File: src/hw/rtl/dq_pkg.sv
`default_nettype none
// ----------------------------------------------------------------------------
// dq_pkg
// Shared types and constants of the double-ended queue: opcodes, status codes,
// controller states and the command/status bundles between control and data.
// ----------------------------------------------------------------------------
package dq_pkg;

  localparam int DEPTH_DEF = 64;
  localparam int DATA_W    = 32;
  localparam int OP_W      = 3;
  localparam int STATUS_W  = 2;

  typedef enum logic [OP_W-1:0] {
    OP_PUSH_FRONT = 3'd0,
    OP_PUSH_BACK  = 3'd1,
    OP_POP_FRONT  = 3'd2,
    OP_POP_BACK   = 3'd3,
    OP_LIST_FWD   = 3'd4,
    OP_LIST_REV   = 3'd5
  } opcode_e;

  typedef enum logic [STATUS_W-1:0] {
    ST_OK    = 2'd0,
    ST_EMPTY = 2'd1,
    ST_FULL  = 2'd2
  } status_e;

  typedef enum logic [2:0] {
    S_IDLE = 3'b001,
    S_EXEC = 3'b010,
    S_LIST = 3'b100
  } state_e;

  // controller -> datapath
  typedef struct packed {
    logic load_in;     // capture the accepted word
    logic push_front;
    logic push_back;
    logic pop_front;
    logic pop_back;
    logic list_rd;     // read next listing entry
    logic emit_full;
    logic emit_empty;
  } cmd_t;

  // datapath -> controller
  typedef struct packed {
    logic [OP_W-1:0] op;
    logic            full;
    logic            empty;
    logic            list_end;
  } stat_t;

endpackage : dq_pkg
`default_nettype wire

File: src/hw/rtl/double_ended_queue.sv
`default_nettype none
// ----------------------------------------------------------------------------
// double_ended_queue
// Deque of signed 32-bit words in a ring store with front index and count.
// ----------------------------------------------------------------------------
// Push, full and empty results are written into the result register by the
// execute state; a pop result passes the registered store read first.
// A listing of N entries strobes N results on consecutive cycles.
// busy_o is high in the execute state and through a listing, and start_i
// is taken only when idle. Results cannot be stalled.
// Reset clears front index and count; store contents stay undefined, no sweep.
module double_ended_queue
  import dq_pkg::*;
#(
  parameter int DEPTH = DEPTH_DEF
) (
  input  wire logic                       clk_i,
  input  wire logic                       rst_ni,
  input  wire logic                       start_i,
  output logic                            busy_o,
  input  wire logic        [OP_W-1:0]     operation_i,
  input  wire logic signed [DATA_W-1:0]   item_value_i,
  output logic                            result_valid_o,
  output logic signed      [DATA_W-1:0]   result_value_o,
  output logic             [STATUS_W-1:0] status_o,
  output logic                            last_o
);

  cmd_t  cmd;
  stat_t stat;

  dq_ctrl u_ctrl (
    .clk_i   (clk_i),
    .rst_ni  (rst_ni),
    .start_i (start_i),
    .busy_o  (busy_o),
    .stat_i  (stat),
    .cmd_o   (cmd)
  );

  dq_datapath #(
    .Depth (DEPTH)
  ) u_datapath (
    .clk_i          (clk_i),
    .rst_ni         (rst_ni),
    .operation_i    (operation_i),
    .item_value_i   (item_value_i),
    .cmd_i          (cmd),
    .stat_o         (stat),
    .result_valid_o (result_valid_o),
    .result_value_o (result_value_o),
    .status_o       (status_o),
    .last_o         (last_o)
  );

endmodule : double_ended_queue
`default_nettype wire

File: src/hw/rtl/dq_ram.sv
`default_nettype none
// ----------------------------------------------------------------------------
// dq_ram
// Generic single-write, single-read RAM with a registered read port.
// ----------------------------------------------------------------------------
module dq_ram #(
  parameter int Width = 32,
  parameter int Depth = 64,
  localparam int AddrW = (Depth > 1) ? $clog2(Depth) : 1
) (
  input  wire logic             clk_i,
  input  wire logic             we_i,
  input  wire logic [AddrW-1:0] waddr_i,
  input  wire logic [Width-1:0] wdata_i,
  input  wire logic             re_i,
  input  wire logic [AddrW-1:0] raddr_i,
  output logic      [Width-1:0] rdata_o
);

  logic [Width-1:0] mem_q [Depth];
  logic [Width-1:0] rdata_q;

  always_ff @(posedge clk_i) begin
    if (we_i) begin
      mem_q[waddr_i] <= wdata_i;
    end
    if (re_i) begin
      rdata_q <= mem_q[raddr_i];
    end
  end

  assign rdata_o = rdata_q;

endmodule : dq_ram
`default_nettype wire

File: src/hw/rtl/dq_ctrl.sv
`default_nettype none
// ----------------------------------------------------------------------------
// dq_ctrl
// Controller: takes a command word, decodes the opcode against the full and
// empty flags and steps a listing one entry per cycle.
// ----------------------------------------------------------------------------
module dq_ctrl
  import dq_pkg::*;
(
  input  wire logic  clk_i,
  input  wire logic  rst_ni,
  input  wire logic  start_i,
  output logic       busy_o,
  input  wire stat_t stat_i,
  output cmd_t       cmd_o
);

  state_e state_q, state_d;

  always_comb begin
    state_d = state_q;
    cmd_o   = '0;
    unique case (state_q)
      S_IDLE: begin
        if (start_i) begin
          cmd_o.load_in = 1'b1;
          state_d       = S_EXEC;
        end
      end
      S_EXEC: begin
        state_d = S_IDLE;
        unique case (opcode_e'(stat_i.op))
          OP_PUSH_FRONT: begin
            cmd_o.emit_full  = stat_i.full;
            cmd_o.push_front = !stat_i.full;
          end
          OP_PUSH_BACK: begin
            cmd_o.emit_full = stat_i.full;
            cmd_o.push_back = !stat_i.full;
          end
          OP_POP_FRONT: begin
            cmd_o.emit_empty = stat_i.empty;
            cmd_o.pop_front  = !stat_i.empty;
          end
          OP_POP_BACK: begin
            cmd_o.emit_empty = stat_i.empty;
            cmd_o.pop_back   = !stat_i.empty;
          end
          OP_LIST_FWD, OP_LIST_REV: begin
            cmd_o.emit_empty = stat_i.empty;
            cmd_o.list_rd    = !stat_i.empty;
            if (!stat_i.empty && !stat_i.list_end) begin
              state_d = S_LIST;
            end
          end
          default: ;  // unused opcodes are dropped
        endcase
      end
      S_LIST: begin
        cmd_o.list_rd = 1'b1;
        if (stat_i.list_end) begin
          state_d = S_IDLE;
        end
      end
      default: state_d = S_IDLE;
    endcase
  end

  always_ff @(posedge clk_i or negedge rst_ni) begin
    if (!rst_ni) begin
      state_q <= S_IDLE;
    end else begin
      state_q <= state_d;
    end
  end

  assign busy_o = (state_q != S_IDLE);

endmodule : dq_ctrl
`default_nettype wire

File: src/hw/rtl/dq_datapath.sv
`default_nettype none
// ----------------------------------------------------------------------------
// dq_datapath
// Ring pointers (front index, count), listing offset, entry store and the
// result register with its strobe.
// ----------------------------------------------------------------------------
module dq_datapath
  import dq_pkg::*;
#(
  parameter int Depth = DEPTH_DEF
) (
  input  wire logic                       clk_i,
  input  wire logic                       rst_ni,
  input  wire logic        [OP_W-1:0]     operation_i,
  input  wire logic signed [DATA_W-1:0]   item_value_i,
  input  wire cmd_t                       cmd_i,
  output stat_t                           stat_o,
  output logic                            result_valid_o,
  output logic signed      [DATA_W-1:0]   result_value_o,
  output logic             [STATUS_W-1:0] status_o,
  output logic                            last_o
);

  localparam int IdxW = $clog2(Depth);
  localparam int CntW = $clog2(Depth + 1);
  localparam int SumW = IdxW + 1;

  logic [OP_W-1:0]   op_q;
  logic [DATA_W-1:0] val_q;
  logic [IdxW-1:0]   front_q, front_d;
  logic [CntW-1:0]   count_q, count_d;
  logic [IdxW-1:0]   idx_q, idx_d;
  logic              pend_q, pend_last_q;

  logic              out_valid_q;
  logic [DATA_W-1:0] out_value_q;
  logic [STATUS_W-1:0] out_status_q;
  logic              out_last_q;

  logic [IdxW-1:0]   cnt_m1, rd_off, wr_off, rd_pos, wr_pos, front_inc, front_dec;
  logic              full, empty, list_end, we, re;
  logic [DATA_W-1:0] rdata;

  // (base + off) mod Depth, both operands below Depth
  function automatic logic [IdxW-1:0] ring_add(logic [IdxW-1:0] base, logic [IdxW-1:0] off);
    logic [SumW-1:0] sum;
    sum = {1'b0, base} + {1'b0, off};
    if (sum >= SumW'(Depth)) begin
      sum = sum - SumW'(Depth);
    end
    return sum[IdxW-1:0];
  endfunction

  assign full      = (count_q == CntW'(Depth));
  assign empty     = (count_q == '0);
  assign cnt_m1    = count_q[IdxW-1:0] - IdxW'(1);
  assign list_end  = (idx_q == cnt_m1);
  assign front_inc = (front_q == IdxW'(Depth - 1)) ? '0 : front_q + IdxW'(1);
  assign front_dec = (front_q == '0) ? IdxW'(Depth - 1) : front_q - IdxW'(1);

  assign stat_o = '{op: op_q, full: full, empty: empty, list_end: list_end};

  always_comb begin
    if (cmd_i.pop_front) begin
      rd_off = '0;
    end else if (cmd_i.pop_back) begin
      rd_off = cnt_m1;
    end else if (opcode_e'(op_q) == OP_LIST_REV) begin
      rd_off = cnt_m1 - idx_q;
    end else begin
      rd_off = idx_q;
    end
  end

  // count < Depth on a push, so its low bits are the back offset
  assign wr_off = count_q[IdxW-1:0];
  assign rd_pos = ring_add(front_q, rd_off);
  assign wr_pos = cmd_i.push_front ? front_dec : ring_add(front_q, wr_off);
  assign we     = cmd_i.push_front | cmd_i.push_back;
  assign re     = cmd_i.pop_front | cmd_i.pop_back | cmd_i.list_rd;

  dq_ram #(
    .Width (DATA_W),
    .Depth (Depth)
  ) u_store (
    .clk_i   (clk_i),
    .we_i    (we),
    .waddr_i (wr_pos),
    .wdata_i (val_q),
    .re_i    (re),
    .raddr_i (rd_pos),
    .rdata_o (rdata)
  );

  always_comb begin
    front_d = front_q;
    count_d = count_q;
    idx_d   = idx_q;
    if (cmd_i.load_in) begin
      idx_d = '0;
    end
    if (cmd_i.list_rd) begin
      idx_d = idx_q + IdxW'(1);
    end
    if (cmd_i.push_front) begin
      front_d = front_dec;
    end
    if (cmd_i.pop_front) begin
      front_d = front_inc;
    end
    if (we) begin
      count_d = count_q + CntW'(1);
    end
    if (cmd_i.pop_front | cmd_i.pop_back) begin
      count_d = count_q - CntW'(1);
    end
  end

  always_ff @(posedge clk_i or negedge rst_ni) begin
    if (!rst_ni) begin
      front_q     <= '0;
      count_q     <= '0;
      idx_q       <= '0;
      pend_q      <= 1'b0;
      pend_last_q <= 1'b0;
      out_valid_q <= 1'b0;
    end else begin
      front_q     <= front_d;
      count_q     <= count_d;
      idx_q       <= idx_d;
      pend_q      <= re;
      // a pop and the final listing read close the item
      pend_last_q <= cmd_i.pop_front | cmd_i.pop_back | list_end;
      out_valid_q <= pend_q | we | cmd_i.emit_full | cmd_i.emit_empty;
    end
  end

  always_ff @(posedge clk_i) begin
    if (cmd_i.load_in) begin
      op_q  <= operation_i;
      val_q <= item_value_i;
    end
    if (pend_q) begin
      out_value_q  <= rdata;
      out_status_q <= ST_OK;
      out_last_q   <= pend_last_q;
    end else if (we) begin
      out_value_q  <= val_q;
      out_status_q <= ST_OK;
      out_last_q   <= 1'b1;
    end else if (cmd_i.emit_full) begin
      out_value_q  <= '0;
      out_status_q <= ST_FULL;
      out_last_q   <= 1'b1;
    end else if (cmd_i.emit_empty) begin
      out_value_q  <= '0;
      out_status_q <= ST_EMPTY;
      out_last_q   <= 1'b1;
    end
  end

  assign result_valid_o = out_valid_q;
  assign result_value_o = out_value_q;
  assign status_o       = out_status_q;
  assign last_o         = out_last_q;

  // pending store read must never collide with a direct result
  assert property (@(posedge clk_i) disable iff (!rst_ni)
    pend_q |-> !(we || cmd_i.emit_full || cmd_i.emit_empty))
    else $error("result register collision");

  assert property (@(posedge clk_i) disable iff (!rst_ni)
    (count_q <= CntW'(Depth)) && (front_q <= IdxW'(Depth - 1)))
    else $error("ring pointer out of range");

  // pushes only when not full, pops and listings only when not empty
  assert property (@(posedge clk_i) disable iff (!rst_ni)
    ((we |-> !full) and (re |-> !empty)))
    else $error("store access against occupancy");

  assert property (@(posedge clk_i) disable iff (!rst_ni)
    (cmd_i.pop_front || cmd_i.pop_back) |=> (count_q == $past(count_q) - CntW'(1)))
    else $error("pop did not shrink count");

endmodule : dq_datapath
`default_nettype wire

File: config.mk
export PLATFORM = sky130hd
export DESIGN_NAME = double_ended_queue
export DESIGN_NICKNAME = d
export VERILOG_FILES = /design/src/hw/rtl/dq_pkg.sv /design/src/hw/rtl/double_ended_queue.sv /design/src/hw/rtl/dq_ram.sv /design/src/hw/rtl/dq_ctrl.sv /design/src/hw/rtl/dq_datapath.sv
export SDC_FILE = /design/constraint.sdc
export NUM_CORES = 2
export LEC_CHECK = 0
export BUFFER_PORTS_ARGS = -buffer_cell sky130_fd_sc_hd__buf_2
export CAP_MARGIN = 20
export CORE_UTILIZATION = 50
export CTS_CLUSTER_DIAMETER = 80
export DETAILED_ROUTE_END_ITERATION = 12
export MAX_ROUTING_LAYER = met4
export PLACE_DENSITY = 0.67
export SLEW_MARGIN = 5
export SYNTH_ARGS = -nofsm -noshare
export SYNTH_HDL_FRONTEND = slang
export SYNTH_HIERARCHICAL = 1
export SYNTH_SLANG_ARGS = --single-unit
File: constraint.sdc
create_clock -name clk_i -period 5.15 [get_ports clk_i]
set_input_delay 1.03 -clock clk_i [delete_from_list [all_inputs] [get_ports clk_i]]
set_output_delay 1.03 -clock clk_i [all_outputs]
set_load 0.01 [all_outputs]
## After elaboration in Yosys (flattened, before gate mapping)

Memory sizes are Yosys's and may differ from the RTL's. A register that Yosys moved wholly into a read port is not among the register bits.
Index checks and enable logic that the tools add are counted.

- Add/sub/neg operators: 11
- Equality and inequality tests: 14
- $lt $le $gt $ge: 2
- Multiplexer cells: 43
- Bitwise gates (word level): 7
- Reduce and logical (&&, ||, !) cells: 18

Operator list:

| kind | number |
|---|---|
| two-way mux 32 bit | 4 |
| two-way mux 6 bit | 12 |
| subtractor 6 x 1 -> 6 bit, second input constant | 4 |
| two-way mux 1 bit | 15 |
| adder 6 x 6 -> 7 bit | 2 |
| >= comparator 7 bit, second input constant | 2 |
| two-way mux 7 bit | 2 |
| adder 6 x 1 -> 6 bit, second input constant | 2 |
| two-way mux 3 bit | 4 |
| equality test 3 x 2 -> 1 bit, second input constant | 3 |
| equality test 3 bit, second input constant | 3 |
| one-hot mux 3 bit (3 select lines) | 1 |
| nonzero test 2 bit | 4 |
| adder 7 x 1 -> 7 bit, second input constant | 1 |
| equality test 7 bit, second input constant | 1 |
| zero test 7 bit | 1 |
| OR 1 bit | 7 |
| subtractor 7 x 1 -> 7 bit, second input constant | 1 |
| equality test 3 x 1 -> 1 bit, second input constant | 2 |
| equality test 6 bit | 1 |
| equality test 6 bit, second input constant | 1 |
| zero test 6 bit | 1 |
| two-way mux 2 bit | 3 |
| OR reduction 2 bit | 3 |
| 13 further kinds | 15 |

- Output and inout bits: 37
- Register bits: 95
- Memories kept: 1
- Memory bits (writable): 2048
- Input bits: 38
- Logic and storage cells: 109

Memories:

| memory | depth | width | rd ports | clocked after memory_dff | wr ports | RTL line | text |
|---|---|---|---|---|---|---|---|
| u_datapath.u_store.mem_q | 64 | 32 | 1 | 1 | 1 | dq_ram.sv:20 | `logic [Width-1:0] mem_q [Depth];` |

## Depth between registers and ports, before layout

- Depth in word-level cells: 9
- Depth in mapped cells: 24
- Gate-level depth less buffers: 20

## By module

Netlist, hierarchy kept.

By module, submodules not included:

| module | instances | cells each | sequential area each (sq um) | area each (sq um) |
|---|---|---|---|---|
| dq_ram | 1 | 3324 | 62459.9 | 78835.6 |
| dq_datapath | 1 | 448 | 2632.5 | 4834.6 |
| dq_ctrl | 1 | 28 | 76.3 | 267.8 |

## Least setup slack after synthesis

No wires, ideal clock.

- Path kind: flip-flop to flip-flop
- Start point: reg u_datapath.count_q[0]
- End point: mem u_datapath.u_store.mem_q[49][0], enable pin
- Setup slack: 141 ps
- Path buffers: 3
- Stages on the path, launching flop included: 14
- Library setup time: 461 ps
- Period minus slack after synthesis: 5009 ps
- Arrival: 4548 ps
- Required time: 4689 ps
- Path through: dfrtp_1 -> inv_1 -> ha_1 -> and4b_2 -> buf_4 -> nor2_1 -> nand2_1 -> nor2_1 -> clkbuf_1 -> o211ai_1 -> o21ai_0 -> clkbuf_1 -> nand4_1 -> nor3_1

RTL lines:

| element | RTL line | text |
|---|---|---|
| from (decl) | dq_datapath.sv:31 | `logic [CntW-1:0] count_q, count_d;` |
| from (signal assigned) | dq_datapath.sv:129 | `count_q <= count_d;` |
| to (decl) | dq_ram.sv:20 |  |

## Worst setup path in the final report

- Start point: reg u_datapath.count_q[1]
- End point: reg u_datapath.u_store.rdata_q[21] (netlist: u_datapath/u_store/rdata_o[21]), read port of u_datapath.u_store.mem_q (data pin)

- Word-level cells in the longest chain between the ends: 9
- Elaborated cells between the ends (all ways): 18
- Classes of those cells: add/sub: 4; order compare: 1; mux: 9; bitwise: 2; reduce/logical: 2

Ends and longest elaborated chain:

| element | RTL line | text |
|---|---|---|
| branches (longest 5 deep; another with subtractor 6 x 1 -> 6 bit) | - |  |
| two-way mux 6 bit * | dq_datapath.sv:64 | `if (cmd_i.pop_front) begin` |
| adder 6 x 6 -> 7 bit * | dq_datapath.sv:47 | `sum = {1'b0, base} + {1'b0, off};` |
| subtractor 6 x 1 -> 6 bit or >= comparator 7 bit (tied branches) | dq_datapath.sv:49, dq_datapath.sv:48 |  |
| two-way mux 6 bit * | dq_datapath.sv:48 | `if (sum >= SumW'(Depth)) begin` |
| via u_datapath.rd_pos[3] | dq_datapath.sv:40 | `logic [IdxW-1:0] cnt_m1, rd_off, wr_off, rd_pos, wr_pos, front_inc, front_dec;` |
| to (decl) | dq_ram.sv:21 | `logic [Width-1:0] rdata_q;` |

Mark *: on every way through the listed nets, which the timed path passes.
A chain may end at the register's enable or synchronous reset.

==> reports/metrics.cfg <==
[cts]
htree_levels=4
clkSinkCount=2175
clk_path_buf_depth=3
numCtsBuffers=204
clockRootBuffer=clkbuf_16
cts_tree=built
clk_latency_ns=0.86
path_clk_slew_ns=0.06
cts_hold_repair.buffers=0

[cells_and_area]
multiInputGateArea_mm2=0.0183
regArea_mm2=0.0652
nFillCells=11800
num-nets-final=4237
drive_above_1_share_pct=30.1
syn_to_final_growth_pct=14.3

[logic_synthesis]
yosysSeqAreaShare_pct=77.6
synth-edff-count=2148
synth_top_cell_area_share_pct=76.8
yosys_register_bits=2175
synth_ff_type=edfxtp_1
synthArstFlopShare_pct=1.15
syn-num-nets=3870
syn_area_mm2=0.0839
synth_cell_types=72
postSynthAreaPerCell_um2=22.1
synthTopCellsByArea=edfxtp_1 (77%), mux4_2 (15%), mux2i_1 (1.1%), dfrtp_1 (0.72%), nor2_1 (0.71%)
syn_inst=3800
yosysTopAreaCell=edfxtp_1
ys.warnings.count=6

[worst_setup_path]
critPathMaxFanout=36
worst_ep_required_time_ns=5.84
path_cells=inv_1 > ha_1 > fa_1 > nor2_1 > a211oi_1 > a21oi_1 > nand2_1 > inv_1 > ha_1 > a21o_1 > a21oi_2 > xnor2_2 > buf_12 > nand2b_1 > buf_4 > o22ai_1 > nor2_1 > a21oi_4 > nor2_1
worst_path_dominant_cell_family=simple AND/OR/NAND/NOR gates
r2r_cells=19
crit_top_cell=nor2_1
cp_num_buf_inv=4
worst_ep_arrival_time_ns=5.70
startpoint_type=flip-flop
cp-end-kind=flip-flop
path_class=reg2reg
worst-path-stages=19
slowest_stage=nor2_1
cp_slowest_stage_delay_ns=0.68

[floorplan]
die_x_um=412
rows=150
start_util_pct=50.3
ios=75
dieArea_mm2=0.170
core_area_mm2=0.167
die_h_um=412

[drt]
drc_errors=0
route.layer.met1.wl_um=83700
wl_met3_um=23100
wl_um=217000
ant_nets=0
dr.pass1.iters=8
vias=41800
dr_wl_met2_um=103000
detail_route.wl_per_cell_um=33.1
drtIter0Drc=5696
via_per_inst=6.39
maxUsedRoutingLayer=met4

[global_route]
grt_antenna_before_repair=12
grt_pass1_vias=41400
grt_pass1_wl_um=307000
grt_max_degree=70
overflow=0
grt.total_usage_pct=26.7

[sta]
finalCritPeriodShare_pct=97.3
setup_ws_ns=0.139
slew_headroom_pct=20.4
setup_viol=0
fmax_mhz=200
rsz0062_at_grt=no
fin_setup_tns_ns=0
maxSlewViolCount=0
holdWs_ns=0.200
worstMarginPinSlew_ns=1.19
finClkSkew_ns=0.0357
hold_viol=0
fin_crit_ns=5.01

[pwr]
p_switching_w=0.0206
power_frac_seq_pct=34.2
sw_frac_of_total_pct=34.8
p_leak_nw=30.2
power.density_mw_per_mm2=618
power_frac_comb_pct=41.4
clkPwrFrac_pct=24.3
ir_drop_mv=0.460
internal-power_w=0.0387

[run_status]
status=completed

[placed_design]
place.gp.congestion=0.964
dp_hpwl_um=126000
port_buffers=74
place_ws_ns=-0.522

[hold_path]
worst_hold_path_type=in2async

[run]
maxCapViolCount=0

metal layers:
metal  global-route usage (%)  vias up
met4                     8.27        0
met1                     36.5    22400
met3                     5.65      344
met2                     40.6     2361
li1                         -    16800
met5                        -        -
per-stage QoR:
step                utilization [%]  instance area (µm²)  cells  power [W]
global placement               53.6                89400   6162     0.0446
CTS                            57.5                95900   6537     0.0592
detailed placement             53.6                89400   6163     0.0447
finish                         57.5                96000   6546     0.0593
floorplan                         -                83900   3800     0.0350
global route                   57.5                95900   6540     0.0611
worst paths after layout:
check / startpoint / to / slack, ns
setup / recovery: u_datapath/count_q[1]$_DFFE_PN0P_ / u_datapath/u_store/rdata_o[21]$_DFFE_PP_ / 0.14
hold / removal: rst_ni / u_datapath/front_q[4]$_DFFE_PN0P_ / 0.20
setup reg to reg: u_datapath/count_q[1]$_DFFE_PN0P_ / u_datapath/u_store/rdata_o[21]$_DFFE_PP_ / 0.14
hold reg to reg: u_datapath/count_q[6]$_DFFE_PN0P_ / u_datapath/count_q[6]$_DFFE_PN0P_ / 0.52
max in group asynchronous: rst_ni / u_datapath/pend_q$_DFF_PN0_ / 4.51
min in group clk_i: item_value_i[25] / u_datapath/val_q[25]$_DFFE_PP_ / 0.36
logic make-up after synthesis:
kind of cell | count (synthesis) | share of synthesized area (%)
DFF | 2175 | 77.6
muxes | 641 | 15.8
and+or+nand+nor | 377 | 2.09
AOI/OAI and AO/OA | 313 | 2.38
buffers and inverters | 232 | 1.30
adders and majority gates | 32 | 0.513
xor gates and xnor gates | 30 | 0.332
cells in the mapped netlist (4+ instances only):
master    instances
a311oi_1          8
mux2i_1          95
a21oi_1          79
xnor2_1          16
clkbuf_1         89
nor2_1          158
buf_4            28
fa_1              4
o32ai_1           4
a21o_1            7
nand3b_1          7
nor2b_1          18
a41o_1            4
a22oi_1          12
buf_2            59
o21a_1            5
o21ai_0          56
o22ai_1          85
nand3_1          13
mux4_2          544
nand2b_1         12
or3_1             4
buf_1            23
inv_1            27
and3_1            9
nor3_1           13
o21bai_1          4
edfxtp_1       2148
dfrtp_1          24
ha_1             28
nand2_1         110
o221ai_1         27
buf_6             5
a211oi_1          6
xor2_1           13
sequential cells by signal, summed over array words and instances (netlist names):
name,cells
u_ctrl/state_q,3
u_datapath/count_q,7
u_datapath/front_q,6
u_datapath/idx_q,6
u_datapath/last_o,1
u_datapath/op_q,3
u_datapath/pend_last_q,1
u_datapath/pend_q,1
u_datapath/result_valid_o,1
u_datapath/result_value_o,32
u_datapath/status_o,2
u_datapath/u_store/mem_q,2048
u_datapath/u_store/rdata_o,32
u_datapath/val_q,32
worst register-to-register path, stage by stage (launching register included):
cell,delay (ns)
dfrtp_1,0.37
inv_1,0.14
ha_1,0.31
fa_1,0.52
nor2_1,0.04
a211oi_1,0.24
a21oi_1,0.08
nand2_1,0.12
inv_1,0.06
ha_1,0.27
a21o_1,0.19
a21oi_2,0.21
xnor2_2,0.17
buf_12,0.32
nand2b_1,0.39
buf_4,0.25
o22ai_1,0.10
nor2_1,0.68
a21oi_4,0.24
nor2_1,0.14
cells in the final DEF (no fill, tap or decap), types with 55 or more instances in the layout:
cell,instances
nand2_1,109
edfxtp_1,2148
a21oi_1,68
nor2_4,62
buf_2,74
clkbuf_16,206
nor2_1,96
mux2i_1,95
mux4_2,544
o22ai_1,84
buf_4,238
o21ai_0,55
area by class of cell:
type	instances	area share, %
Sequential cell	2175	67.9
Multi-Input combinational cell	1393	19.1
Clock buffer	255	5.59
Antenna cell	7	0.0183
Clock inverter	119	1.03
Inverter	27	0.113
Tap cell	2204	2.87
Timing Repair Buffer	366	3.38
power by group through the flow:
stage / Combinational [W] / Clock, W / Sequential, W
floorplan: 0.0142 / 0 / 0.0208
global placement: 0.0239 / 0 / 0.0207
detailed placement: 0.0241 / 0 / 0.0207
CTS: 0.0243 / 0.0146 / 0.0203
global route: 0.0255 / 0.0152 / 0.0203
finish: 0.0246 / 0.0144 / 0.0203
repair_timing:
action / CTS / global route
buffers inserted: 0 / 1
setup endpoints to repair: 10 / 32
resized for setup: 15 / 9
endpoints found under the hold margin: 0 / 0
Power figures use the tool's default switching activity.
